File: config.mk
export PLATFORM = sky130hd
export DESIGN_NAME = http_request_head_parser
export DESIGN_NICKNAME = d
export VERILOG_FILES = /design/src/rtl/core/hrp_pkg.sv /design/src/rtl/core/hrp_step.sv /design/src/rtl/core/http_request_head_parser.sv
export VERILOG_INCLUDE_DIRS = /design/src /design/src/rtl/core
export SDC_FILE = /design/constraint.sdc
export NUM_CORES = 1
export LEC_CHECK = 0
export ABC_AREA = 1
export ABC_CLOCK_PERIOD_IN_PS = 2900
export BUFFER_PORTS_ARGS = -buffer_cell sky130_fd_sc_hd__buf_2
export CAP_MARGIN = 10
export CORE_MARGIN = 2
export CORE_UTILIZATION = 36
export CTS_CLUSTER_SIZE = 14
export DETAILED_ROUTE_END_ITERATION = 16
export PLACE_DENSITY_LB_ADDON = 0.25
export SLEW_MARGIN = 20
export SYNTH_ARGS = -nofsm -noshare
export SYNTH_HDL_FRONTEND = slang
export SYNTH_SLANG_ARGS = --single-unit
export TNS_END_PERCENT = 5
File: constraint.sdc
create_clock -name clk -period 2.9 [get_ports clk]
set_input_delay 0.145 -clock clk [delete_from_list [all_inputs] [get_ports clk]]
set_output_delay 0.145 -clock clk [all_outputs]
set_load 0.005 [all_outputs]
File: src/rtl/core/http_request_head_parser_defines.svh
// Assertion helpers shared by the parser RTL.
// Both expect a clock named clk and a synchronous active-high reset named rst.
`ifndef HTTP_REQUEST_HEAD_PARSER_DEFINES_SVH
`define HTTP_REQUEST_HEAD_PARSER_DEFINES_SVH

// The consequent must hold in the same cycle as the antecedent.
`define HRP_ASSERT_SAME(label, ante, cons, msg) \
  label: assert property (@(posedge clk) disable iff (rst) (ante) |-> (cons)) \
    else $error(msg);

// The consequent must hold in the cycle after the antecedent.
`define HRP_ASSERT_NEXT(label, ante, cons, msg) \
  label: assert property (@(posedge clk) disable iff (rst) (ante) |=> (cons)) \
    else $error(msg);

`endif

File: src/rtl/core/hrp_pkg.sv
`timescale 1ns / 1ps

package hrp_pkg;

  typedef enum logic [3:0] {
    PH_MSTART = 4'd0,
    PH_MP     = 4'd1,
    PH_MWORD  = 4'd2,
    PH_URL0   = 4'd3,
    PH_URL    = 4'd4,
    PH_VER0   = 4'd5,
    PH_VER    = 4'd6,
    PH_RLEND  = 4'd7,
    PH_HNAME0 = 4'd8,
    PH_HNAME  = 4'd9,
    PH_HDELIM = 4'd10,
    PH_HVAL0  = 4'd11,
    PH_HVAL   = 4'd12,
    PH_HLEND  = 4'd13,
    PH_HEND   = 4'd14,
    PH_DONE   = 4'd15
  } phase_t;

  localparam logic [2:0] ROLE_FRAMING = 3'd0;
  localparam logic [2:0] ROLE_METHOD  = 3'd1;
  localparam logic [2:0] ROLE_URL     = 3'd2;
  localparam logic [2:0] ROLE_VERSION = 3'd3;
  localparam logic [2:0] ROLE_NAME    = 3'd4;
  localparam logic [2:0] ROLE_VALUE   = 3'd5;

  localparam logic [2:0] METHOD_NONE    = 3'd0;
  localparam logic [2:0] METHOD_CONNECT = 3'd1;
  localparam logic [2:0] METHOD_GET     = 3'd2;
  localparam logic [2:0] METHOD_HEAD    = 3'd3;
  localparam logic [2:0] METHOD_POST    = 3'd4;
  localparam logic [2:0] METHOD_PUT     = 3'd5;

  localparam logic [1:0] STATUS_BUSY  = 2'd0;
  localparam logic [1:0] STATUS_ERROR = 2'd1;
  localparam logic [1:0] STATUS_OK    = 2'd2;

  typedef struct packed {
    phase_t     phase;
    logic [2:0] match_idx;
    logic [2:0] found;
    logic       err;
  } parse_state_t;

  typedef struct packed {
    logic [2:0] role;
    logic [7:0] data;
    logic       first;
    logic       done;
    logic [2:0] method;
    logic [1:0] status;
  } parse_result_t;

  localparam parse_state_t STATE_RESET = '{
    phase:     PH_MSTART,
    match_idx: 3'd1,
    found:     METHOD_NONE,
    err:       1'b0
  };

endpackage

File: src/rtl/core/hrp_step.sv
`timescale 1ns / 1ps

module hrp_step (
  input  hrp_pkg::parse_state_t  state,
  input  logic [7:0]             data_byte,
  input  logic                   end_of_request,
  output hrp_pkg::parse_state_t  state_next,
  output hrp_pkg::parse_result_t result
);
  import hrp_pkg::*;

  localparam logic [7:0] CH_SP    = 8'h20;
  localparam logic [7:0] CH_CR    = 8'h0D;
  localparam logic [7:0] CH_LF    = 8'h0A;
  localparam logic [7:0] CH_COLON = 8'h3A;

  function automatic logic [7:0] to_lower(input logic [7:0] c);
    if (c inside {[8'h41:8'h5A]}) begin
      return c + 8'd32;
    end
    return c;
  endfunction

  function automatic logic is_visible(input logic [7:0] c);
    return (c >= 8'h21) && (c <= 8'h7E);
  endfunction

  function automatic logic is_name_char(input logic [7:0] c);
    logic sep;
    sep = c inside {"(", ")", "<", ">", "@", ",", ";", ":", "\\", "\"",
                    "/", "[", "]", "?", "=", "{", "}"};
    return is_visible(c) && !sep;
  endfunction

  function automatic logic [2:0] word_len(input logic [2:0] m);
    case (m)
      METHOD_CONNECT: return 3'd7;
      METHOD_GET:     return 3'd3;
      METHOD_HEAD:    return 3'd4;
      METHOD_POST:    return 3'd4;
      METHOD_PUT:     return 3'd3;
      default:        return 3'd0;
    endcase
  endfunction

  // Lower-case letter expected at a given position of each method word.
  function automatic logic [7:0] word_char(input logic [2:0] m, input logic [2:0] idx);
    case ({m, idx})
      {METHOD_CONNECT, 3'd1}: return "o";
      {METHOD_CONNECT, 3'd2}: return "n";
      {METHOD_CONNECT, 3'd3}: return "n";
      {METHOD_CONNECT, 3'd4}: return "e";
      {METHOD_CONNECT, 3'd5}: return "c";
      {METHOD_CONNECT, 3'd6}: return "t";
      {METHOD_GET,     3'd1}: return "e";
      {METHOD_GET,     3'd2}: return "t";
      {METHOD_HEAD,    3'd1}: return "e";
      {METHOD_HEAD,    3'd2}: return "a";
      {METHOD_HEAD,    3'd3}: return "d";
      {METHOD_POST,    3'd1}: return "o";
      {METHOD_POST,    3'd2}: return "s";
      {METHOD_POST,    3'd3}: return "t";
      {METHOD_PUT,     3'd1}: return "u";
      {METHOD_PUT,     3'd2}: return "t";
      default:                return 8'h00;
    endcase
  endfunction

  parse_state_t upd;
  logic [7:0]   lc;
  logic         vis;
  logic         bad;
  logic [2:0]   role;
  logic [7:0]   ob;
  logic         first;
  logic         done;
  logic [1:0]   status;

  always_comb begin
    lc    = to_lower(data_byte);
    vis   = is_visible(data_byte);
    upd   = state;
    bad   = 1'b0;
    role  = ROLE_FRAMING;
    ob    = data_byte;
    first = 1'b0;
    done  = 1'b0;

    if (!state.err) begin
      case (state.phase)
        PH_MSTART: begin
          role = ROLE_METHOD;
          if (lc == "c") begin
            upd.found = METHOD_CONNECT;
            upd.phase = PH_MWORD;
          end else if (lc == "g") begin
            upd.found = METHOD_GET;
            upd.phase = PH_MWORD;
          end else if (lc == "h") begin
            upd.found = METHOD_HEAD;
            upd.phase = PH_MWORD;
          end else if (lc == "p") begin
            upd.phase = PH_MP;
          end else begin
            bad = 1'b1;
          end
        end
        PH_MP: begin
          role = ROLE_METHOD;
          if (lc == "o" || lc == "u") begin
            upd.found     = (lc == "o") ? METHOD_POST : METHOD_PUT;
            upd.match_idx = 3'd2;
            upd.phase     = PH_MWORD;
          end else begin
            bad = 1'b1;
          end
        end
        PH_MWORD: begin
          if (state.found == METHOD_NONE || state.found > METHOD_PUT) begin
            bad = 1'b1;
          end else if (state.match_idx < word_len(state.found)) begin
            if (lc != word_char(state.found, state.match_idx)) begin
              bad = 1'b1;
            end else begin
              upd.match_idx = state.match_idx + 3'd1;
              role          = ROLE_METHOD;
            end
          end else if (data_byte == CH_SP) begin
            done      = 1'b1;
            upd.phase = PH_URL0;
          end else begin
            bad = 1'b1;
          end
        end
        PH_URL0: begin
          if (vis) begin
            role      = ROLE_URL;
            first     = 1'b1;
            upd.phase = PH_URL;
          end else begin
            bad = 1'b1;
          end
        end
        PH_VER0: begin
          if (vis) begin
            role      = ROLE_VERSION;
            first     = 1'b1;
            upd.phase = PH_VER;
          end else begin
            bad = 1'b1;
          end
        end
        PH_URL: begin
          if (vis) begin
            role = ROLE_URL;
          end else if (data_byte == CH_SP) begin
            done      = 1'b1;
            upd.phase = PH_VER0;
          end else begin
            bad = 1'b1;
          end
        end
        PH_VER: begin
          if (vis) begin
            role = ROLE_VERSION;
          end else if (data_byte == CH_CR) begin
            done      = 1'b1;
            upd.phase = PH_RLEND;
          end else begin
            bad = 1'b1;
          end
        end
        PH_RLEND, PH_HLEND: begin
          if (data_byte == CH_LF) begin
            upd.phase = PH_HNAME0;
          end else begin
            bad = 1'b1;
          end
        end
        PH_HNAME0: begin
          if (data_byte == CH_CR) begin
            upd.phase = PH_HEND;
          end else if (is_name_char(data_byte)) begin
            role      = ROLE_NAME;
            ob        = lc;
            first     = 1'b1;
            upd.phase = PH_HNAME;
          end else begin
            bad = 1'b1;
          end
        end
        PH_HNAME: begin
          if (is_name_char(data_byte)) begin
            role = ROLE_NAME;
            ob   = lc;
          end else if (data_byte == CH_COLON) begin
            done      = 1'b1;
            upd.phase = PH_HDELIM;
          end else begin
            bad = 1'b1;
          end
        end
        PH_HDELIM: begin
          if (data_byte == CH_SP) begin
            upd.phase = PH_HVAL0;
          end else begin
            bad = 1'b1;
          end
        end
        PH_HVAL0: begin
          if (vis) begin
            role      = ROLE_VALUE;
            first     = 1'b1;
            upd.phase = PH_HVAL;
          end else begin
            bad = 1'b1;
          end
        end
        PH_HVAL: begin
          if (vis || data_byte == CH_SP) begin
            role = ROLE_VALUE;
          end else if (data_byte == CH_CR) begin
            done      = 1'b1;
            upd.phase = PH_HLEND;
          end else begin
            bad = 1'b1;
          end
        end
        PH_HEND: begin
          if (data_byte == CH_LF) begin
            upd.phase = PH_DONE;
          end else begin
            bad = 1'b1;
          end
        end
        PH_DONE: begin
          // Trailing bytes after the blank line are passed through untouched.
        end
        default: begin
          bad = 1'b1;
        end
      endcase
    end

    upd.err = state.err | bad;
    if (upd.err) begin
      role  = ROLE_FRAMING;
      ob    = data_byte;
      first = 1'b0;
      done  = 1'b0;
    end

    if (end_of_request) begin
      status = (!upd.err && upd.phase == PH_DONE) ? STATUS_OK : STATUS_ERROR;
    end else begin
      status = upd.err ? STATUS_ERROR : STATUS_BUSY;
    end

    result.role   = role;
    result.data   = ob;
    result.first  = first;
    result.done   = done;
    result.method = upd.found;
    result.status = status;

    // The last byte of a request rearms the parser for the next one.
    state_next = end_of_request ? STATE_RESET : upd;
  end

endmodule

File: src/rtl/core/http_request_head_parser.sv
// Channel   Handshake                    Payload
// input     byte_valid / byte_ready      data_byte, end_of_request
// result    result_valid / result_ready  byte_role, out_byte, token_first, token_done,
//                                        method_code, parse_status
//
// One byte is taken per cycle; each result appears the cycle after its byte is taken.
// The rate is set by the parse state register, which is updated from each accepted beat
// through one pass of classification logic.
// The result register holds a beat until it is taken; a new byte is accepted in the same
// cycle as the waiting result leaves, so a stall on the result side stalls the input.
// Synchronous reset returns the parser to the start of a request with no result pending.
`timescale 1ns / 1ps
`include "http_request_head_parser_defines.svh"

module http_request_head_parser (
  input  logic       clk,
  input  logic       rst,
  input  logic       byte_valid,
  output logic       byte_ready,
  input  logic [7:0] data_byte,
  input  logic       end_of_request,
  output logic       result_valid,
  input  logic       result_ready,
  output logic [2:0] byte_role,
  output logic [7:0] out_byte,
  output logic       token_first,
  output logic       token_done,
  output logic [2:0] method_code,
  output logic [1:0] parse_status
);
  import hrp_pkg::*;

  parse_state_t  state;
  parse_state_t  state_next;
  parse_result_t step_result;
  logic          accept;
  logic          last_accept;
  logic          done_beat;

  assign byte_ready  = !result_valid || result_ready;
  assign accept      = byte_valid && byte_ready;
  assign last_accept = accept && end_of_request;
  assign done_beat   = result_valid && token_done;

  hrp_step u_step (
    .state          (state),
    .data_byte      (data_byte),
    .end_of_request (end_of_request),
    .state_next     (state_next),
    .result         (step_result)
  );

  always_ff @(posedge clk) begin
    if (rst) begin
      state        <= STATE_RESET;
      result_valid <= 1'b0;
    end else begin
      if (accept) begin
        state        <= state_next;
        result_valid <= 1'b1;
      end else if (result_ready) begin
        result_valid <= 1'b0;
      end
    end
  end

  always_ff @(posedge clk) begin
    if (accept) begin
      byte_role    <= step_result.role;
      out_byte     <= step_result.data;
      token_first  <= step_result.first;
      token_done   <= step_result.done;
      method_code  <= step_result.method;
      parse_status <= step_result.status;
    end
  end

  `HRP_ASSERT_SAME(a_marks_exclusive, result_valid, !(token_first && token_done), "marks clash")
  `HRP_ASSERT_SAME(a_done_is_framing, done_beat, byte_role == ROLE_FRAMING, "end mark with role")
  `HRP_ASSERT_NEXT(a_rearm_on_last, last_accept, state == STATE_RESET, "parser not rearmed")
  `HRP_ASSERT_NEXT(a_result_held, result_valid && !result_ready, result_valid, "result dropped")

endmodule

# After elaboration in Yosys (flattened, before gate mapping)
# Memories as Yosys holds them, arrays and structs flattened.
# Index checks and enable logic that the tools add are counted.
[totals]
register_bits = 30
romBits = 448
input_bits = 13
out_inout_bits = 20
word_cells = 201
n_memories = 1
[mem_list]
columns = ["memory", "depth", "width", "rd", "rd_ports_with_merged_regs", "wr", "line_no", "source"]
rows = [
  ["(name not given)", 64, 7, 1, 0, 0, "hrp_step.sv:48", "case ({m, idx})"],
]
[op_classes]
addsub = 2
order_cmp = 6
eq_ne = 52
n_mux = 101
n_bitwise = 1
reduce_logical = 27
[op_table]
columns = ["cell", "n"]
rows = [
  ["== test 8 x 6 -> 1 bit, second input constant", 12],
  ["== test 8 x 7 -> 1 bit, second input constant", 12],
  ["two-way mux 4 bit", 22],
  ["two-way mux 8 bit", 10],
  ["one-hot mux 4 bit (14 select lines)", 1],
  ["two-way mux 1 bit", 39],
  ["two-way mux 3 bit", 13],
  ["== test 4 bit, second input constant", 8],
  ["one-hot mux 3 bit (8 select lines)", 1],
  ["two-way mux 10 bit", 2],
  ["nonzero test 17 bit", 1],
  ["== test 4 x 3 -> 1 bit, second input constant", 4],
  ["== test 8 x 4 -> 1 bit, second input constant", 2],
  ["<= comparator 8 x 7 -> 1 bit, second input constant", 2],
  ["one-hot mux 8 bit (2 select lines)", 1],
  ["OR reduction 2 bit", 7],
  ["one-hot mux 3 bit (2 select lines)", 2],
  ["two-way mux 11 bit", 1],
  ["one-hot mux 1 bit (11 select lines)", 1],
  ["one-hot mux 3 bit (3 select lines)", 1],
  ["adder 8 x 6 -> 8 bit, second input constant", 1],
  ["== test 4 x 2 -> 1 bit, second input constant", 2],
  ["greater-or-equal comparator 8 x 6 -> 1 bit, second input constant", 1],
  ["greater-or-equal comparator 8 x 7 -> 1 bit, second input constant", 1],
  ["25 further kinds", 42],
]

# Depth between registers and ports, before layout
[logic_depth]
word_depth = 22
ltp_mapped = 18
depth_no_buf = 18

# Hierarchy
# A second synthesis with hierarchy kept.
[unflattened]
cells_unflattened = 511
area_unflattened_um2 = 3326.9
[by_module_without_submodules]
columns = ["mod", "instances", "cells_per_inst", "area_per_inst_um2", "seq_area_each_um2"]
rows = [
  ["hrp_step", 1, 417, 2114.5, 0.0],
  ["http_request_head_parser", 1, 94, 1212.4, 780.7],
]

# Least setup slack after synthesis
# OpenSTA, ideal clock, no wires.
[synth_path]
kind = "register -> register"
startpoint = "register state[4] (netlist name)"
endpoint = "register parse_status[0] (data pin)"
setup_time_ns = 0.260
arrival_time_ns = 2.042
required_time_ns = 2.640
setup_slack_ns = 0.598
stages_incl_launch_ff = 17
n_path_buf = 0
synth_period_minus_slack_ns = 2.302
path_cell_list = "dfxtp_1 > inv_1 > ha_1 > nand2_1 > nand2_1 > nand2_1 > o21ai_0 > nand3_1 > nand2_1 > nand3_1 > nor2_1 > nand2_1 > nand2_1 > nand3_2 > nor2_2 > nand2_2 > o21bai_1"
[synth_rtl]
columns = ["element", "line_no", "source"]
rows = [
  ["end signal: assignment", "http_request_head_parser.sv:74", "parse_status <= step_result.status;"],
  ["end: declaration", "http_request_head_parser.sv:29", "output logic [1:0] parse_status"],
]

==> results.py <==
metrics = {
    "global_route": {
        "grt_start_max_net_pins": 21,
        "grt-ovfl-total": 0,
        "met3_usage": 0.0258,
        "grtUsageTotal": 0.203,
        "grt_pass1_vias": 3019,
        "gr-usage-met2": 0.332,
        "grt.met1_usage": 0.273,
        "busiest_layer": "met2",
        "grt_pass1_wl_um": 14100,
        "antenna_found_initial": 0,
    },
    "setup_path": {
        "crit_required_ns": 2.95,
        "slowest_stage": "dfxtp_2",
        "critPathArrivalTime_ns": 2.62,
        "cp-start-kind": "register",
        "worst_path_most_repeated_cell": "nand2_1",
        "end_kind": "register",
        "path_buf_inv": 1,
        "critPathKind": "register to register",
        "cp_top_family": "simple AND/OR/NAND/NOR gates",
        "critPathMaxStageDelay_ns": 0.42,
        "cp_cell_sequence": "inv_1 -> ha_1 -> nand2_1 -> nand2_1 -> nand2_1 -> o21ai_0 -> nand3_1 -> nand2_1 -> nand3_1 -> nor2_1 -> nand2_1 -> nand2_1 -> nand3_2 -> nor2_2 -> nand2_2 -> o21bai_1",
        "cp_max_fo": 8,
    },
    "power": {
        "switching_share": 0.327,
        "p_total_mw": 1.11,
        "p_int_uw": 746,
        "comb_power_share": 0.219,
        "powerDensity_nw_per_um2": 341,
        "clkPwrFrac": 0.338,
        "p_leak_nw": 1.54,
        "p_seq_frac": 0.442,
        "switching_power_uw": 363,
        "peakVddDrop_v": 0.000133,
    },
    "die": {
        "die_w_um": 93.4,
        "die_h_um": 93.4,
        "rows": 32,
        "ios": 33,
        "start_util": 0.372,
        "dieArea_um2": 8720,
        "core_area_um2": 7730,
    },
    "timing": {
        "finalMaxSlewViolations": 0,
        "worst_pin_slew_ns": 0.827,
        "fin_skew_ns": 0.00449,
        "rsz0062_at_grt": "false",
        "timing.hold.ws_ns": 0.137,
        "maxSlewHeadroom": 0.448,
        "clock.fmax_mhz": 389,
        "hold_viol_final": 0,
        "fin_crit_sh": 0.887,
        "tns_ns": 0,
        "layout_min_cycle_time_ns": 2.57,
        "timing.final.setup_violations": 0,
    },
    "cts": {
        "cts_max_level": 2,
        "clk_pin_slew_ns": 0.07,
        "numCtsBuffers": 5,
        "cts_max_path_buffers": 2,
        "insertion_delay_ns": 0.29,
        "cts.sinks": 30,
        "cts_root_buf": "clkbuf_8",
        "cts_post_setup_buffers_inserted": 0,
        "cts_tree": "done",
    },
    "place": {
        "port_buffers": 32,
        "dpl-instance-area_um2": 3140,
        "dp_hpwl_um": 6550,
        "routabilityCongestion": 0.913,
    },
    "routing": {
        "num_vias": 3210,
        "wire_per_inst_um": 14.0,
        "drt_iter0_markers": 209,
        "finalWirelength_um": 8390,
        "antenna_left": 0,
        "viasPerCell": 5.35,
        "drc": 0,
        "dr.pass1.iters": 5,
    },
    "layout": {
        "insertedDiodeCount": 0,
        "utilization": 0.420,
        "fin_area_um2": 3250,
        "drive_above_1_share": 0.163,
        "fin_nets": 517,
        "area_growth_pct": 12.9,
    },
    "synthesis": {
        "syn_nets": 484,
        "yosysMostFrequentCell": "nand2_1",
        "synth_common_cells": "nand2_1 (132), nor2_1 (63), inv_1 (47)",
        "ys_types": 43,
        "ys_warn_count": 0,
        "syn_area_um2": 2880,
        "synth_edf_count": 18,
        "synthTopCellsByArea": "edfxtp_1 (19%), nand2_1 (17%), dfxtp_1 (8.4%)",
        "syn_area_per_cell_um2": 6.20,
        "synth_cells": 464,
        "synth_seq_cells": 30,
        "seq_area_frac_synth": 0.271,
        "synth_top_area_share": 0.188,
        "yosysTopAreaCell": "edfxtp_1",
        "async_flop_share": 0,
        "ys.flop_type": "edfxtp_1",
    },
    "run_status": {
        "status": "complete, no violations",
    },
    "job": {
        "drv_cap": 0,
    },
    "hold_path": {
        "hp-class": "primary input to register",
    },
}
cell type report:
type                       instances  area, µm²
timing repair buffer              37        198
clock buffer                       6       82.6
sequential                        30        783
fill                             868       4480
inverter                          53        199
clock inverter                     2       12.5
tap                              102        128
multi-input combinational        370       1850
flip-flops by register name (all words and copies together), names as in the netlist:
register,count
parse_status,2
byte_role,3
method_code,3
result_valid,1
out_byte,8
token_first,1
state,11
token_done,1
cell usage in the layout, fill, tap and decap left out, types with 11 or more instances in the layout:
cell type / synthesis / final
buf_2: 7 / 32
o21ai_0: 33 / 33
inv_1: 47 / 47
nor2_1: 63 / 63
edfxtp_1: 18 / 18
nand2_1: 132 / 132
a21oi_1: 24 / 24
nor3_1: 11 / 11
nand3_1: 42 / 42
final timing paths:
path | endpoint | startpoint | slack (ns) | cells after the start
worst min register to register | state[7]$_SDFFE_PP0P_ | state[7]$_SDFFE_PP0P_ | 0.51 | 2
worst max-delay path | parse_status[0]$_DFFE_PP_ | state[4]$_SDFFE_PP1P_ | 0.33 | 16
worst max register to register | parse_status[0]$_DFFE_PP_ | state[4]$_SDFFE_PP1P_ | 0.33 | 16
worst min-delay path | state[7]$_SDFFE_PP0P_ | rst | 0.14 | 2
repair_timing:
action,in CTS,in global routing
setup endpoints to repair,0,8
gates resized for setup,0,3
hold buffers,0,0
cell families (layout without fill, tap and decap cells):
logic type      after synthesis  count (layout)  synth area share
compound gates               84              84             0.178
xor+xnor                      1               1           0.00305
fa+ha+maj                     7               7            0.0304
buf+inv                      64              98            0.0892
flops                        30              30             0.271
simple gates                278             278             0.428
power groups by stage:
| stage | registers [mW] | clock network [mW] | logic (mW) |
|---|---|---|---|
| after floorplan | 0.495 | 0 | 0.170 |
| after global placement | 0.499 | 0 | 0.240 |
| after detailed placement | 0.499 | 0 | 0.240 |
| after CTS | 0.490 | 0.390 | 0.241 |
| after global routing | 0.493 | 0.405 | 0.276 |
| final | 0.490 | 0.375 | 0.243 |
metrics by stage:
step                      worst slack [ns]  std cells
after global routing                0.0143        600
after floorplan                      0.598        464
after detailed placement             0.246        592
after CTS                            0.224        600
final                                0.327        600
after global placement               0.294        592
per-layer routing:
layer,vias to the layer above,part of all wire
met5,-,0
met3,13,0.049
met2,92,0.46
li1,1601,-
met1,1504,0.47
met4,0,0.020
Note: power is estimated with default switching activity, not from simulation.
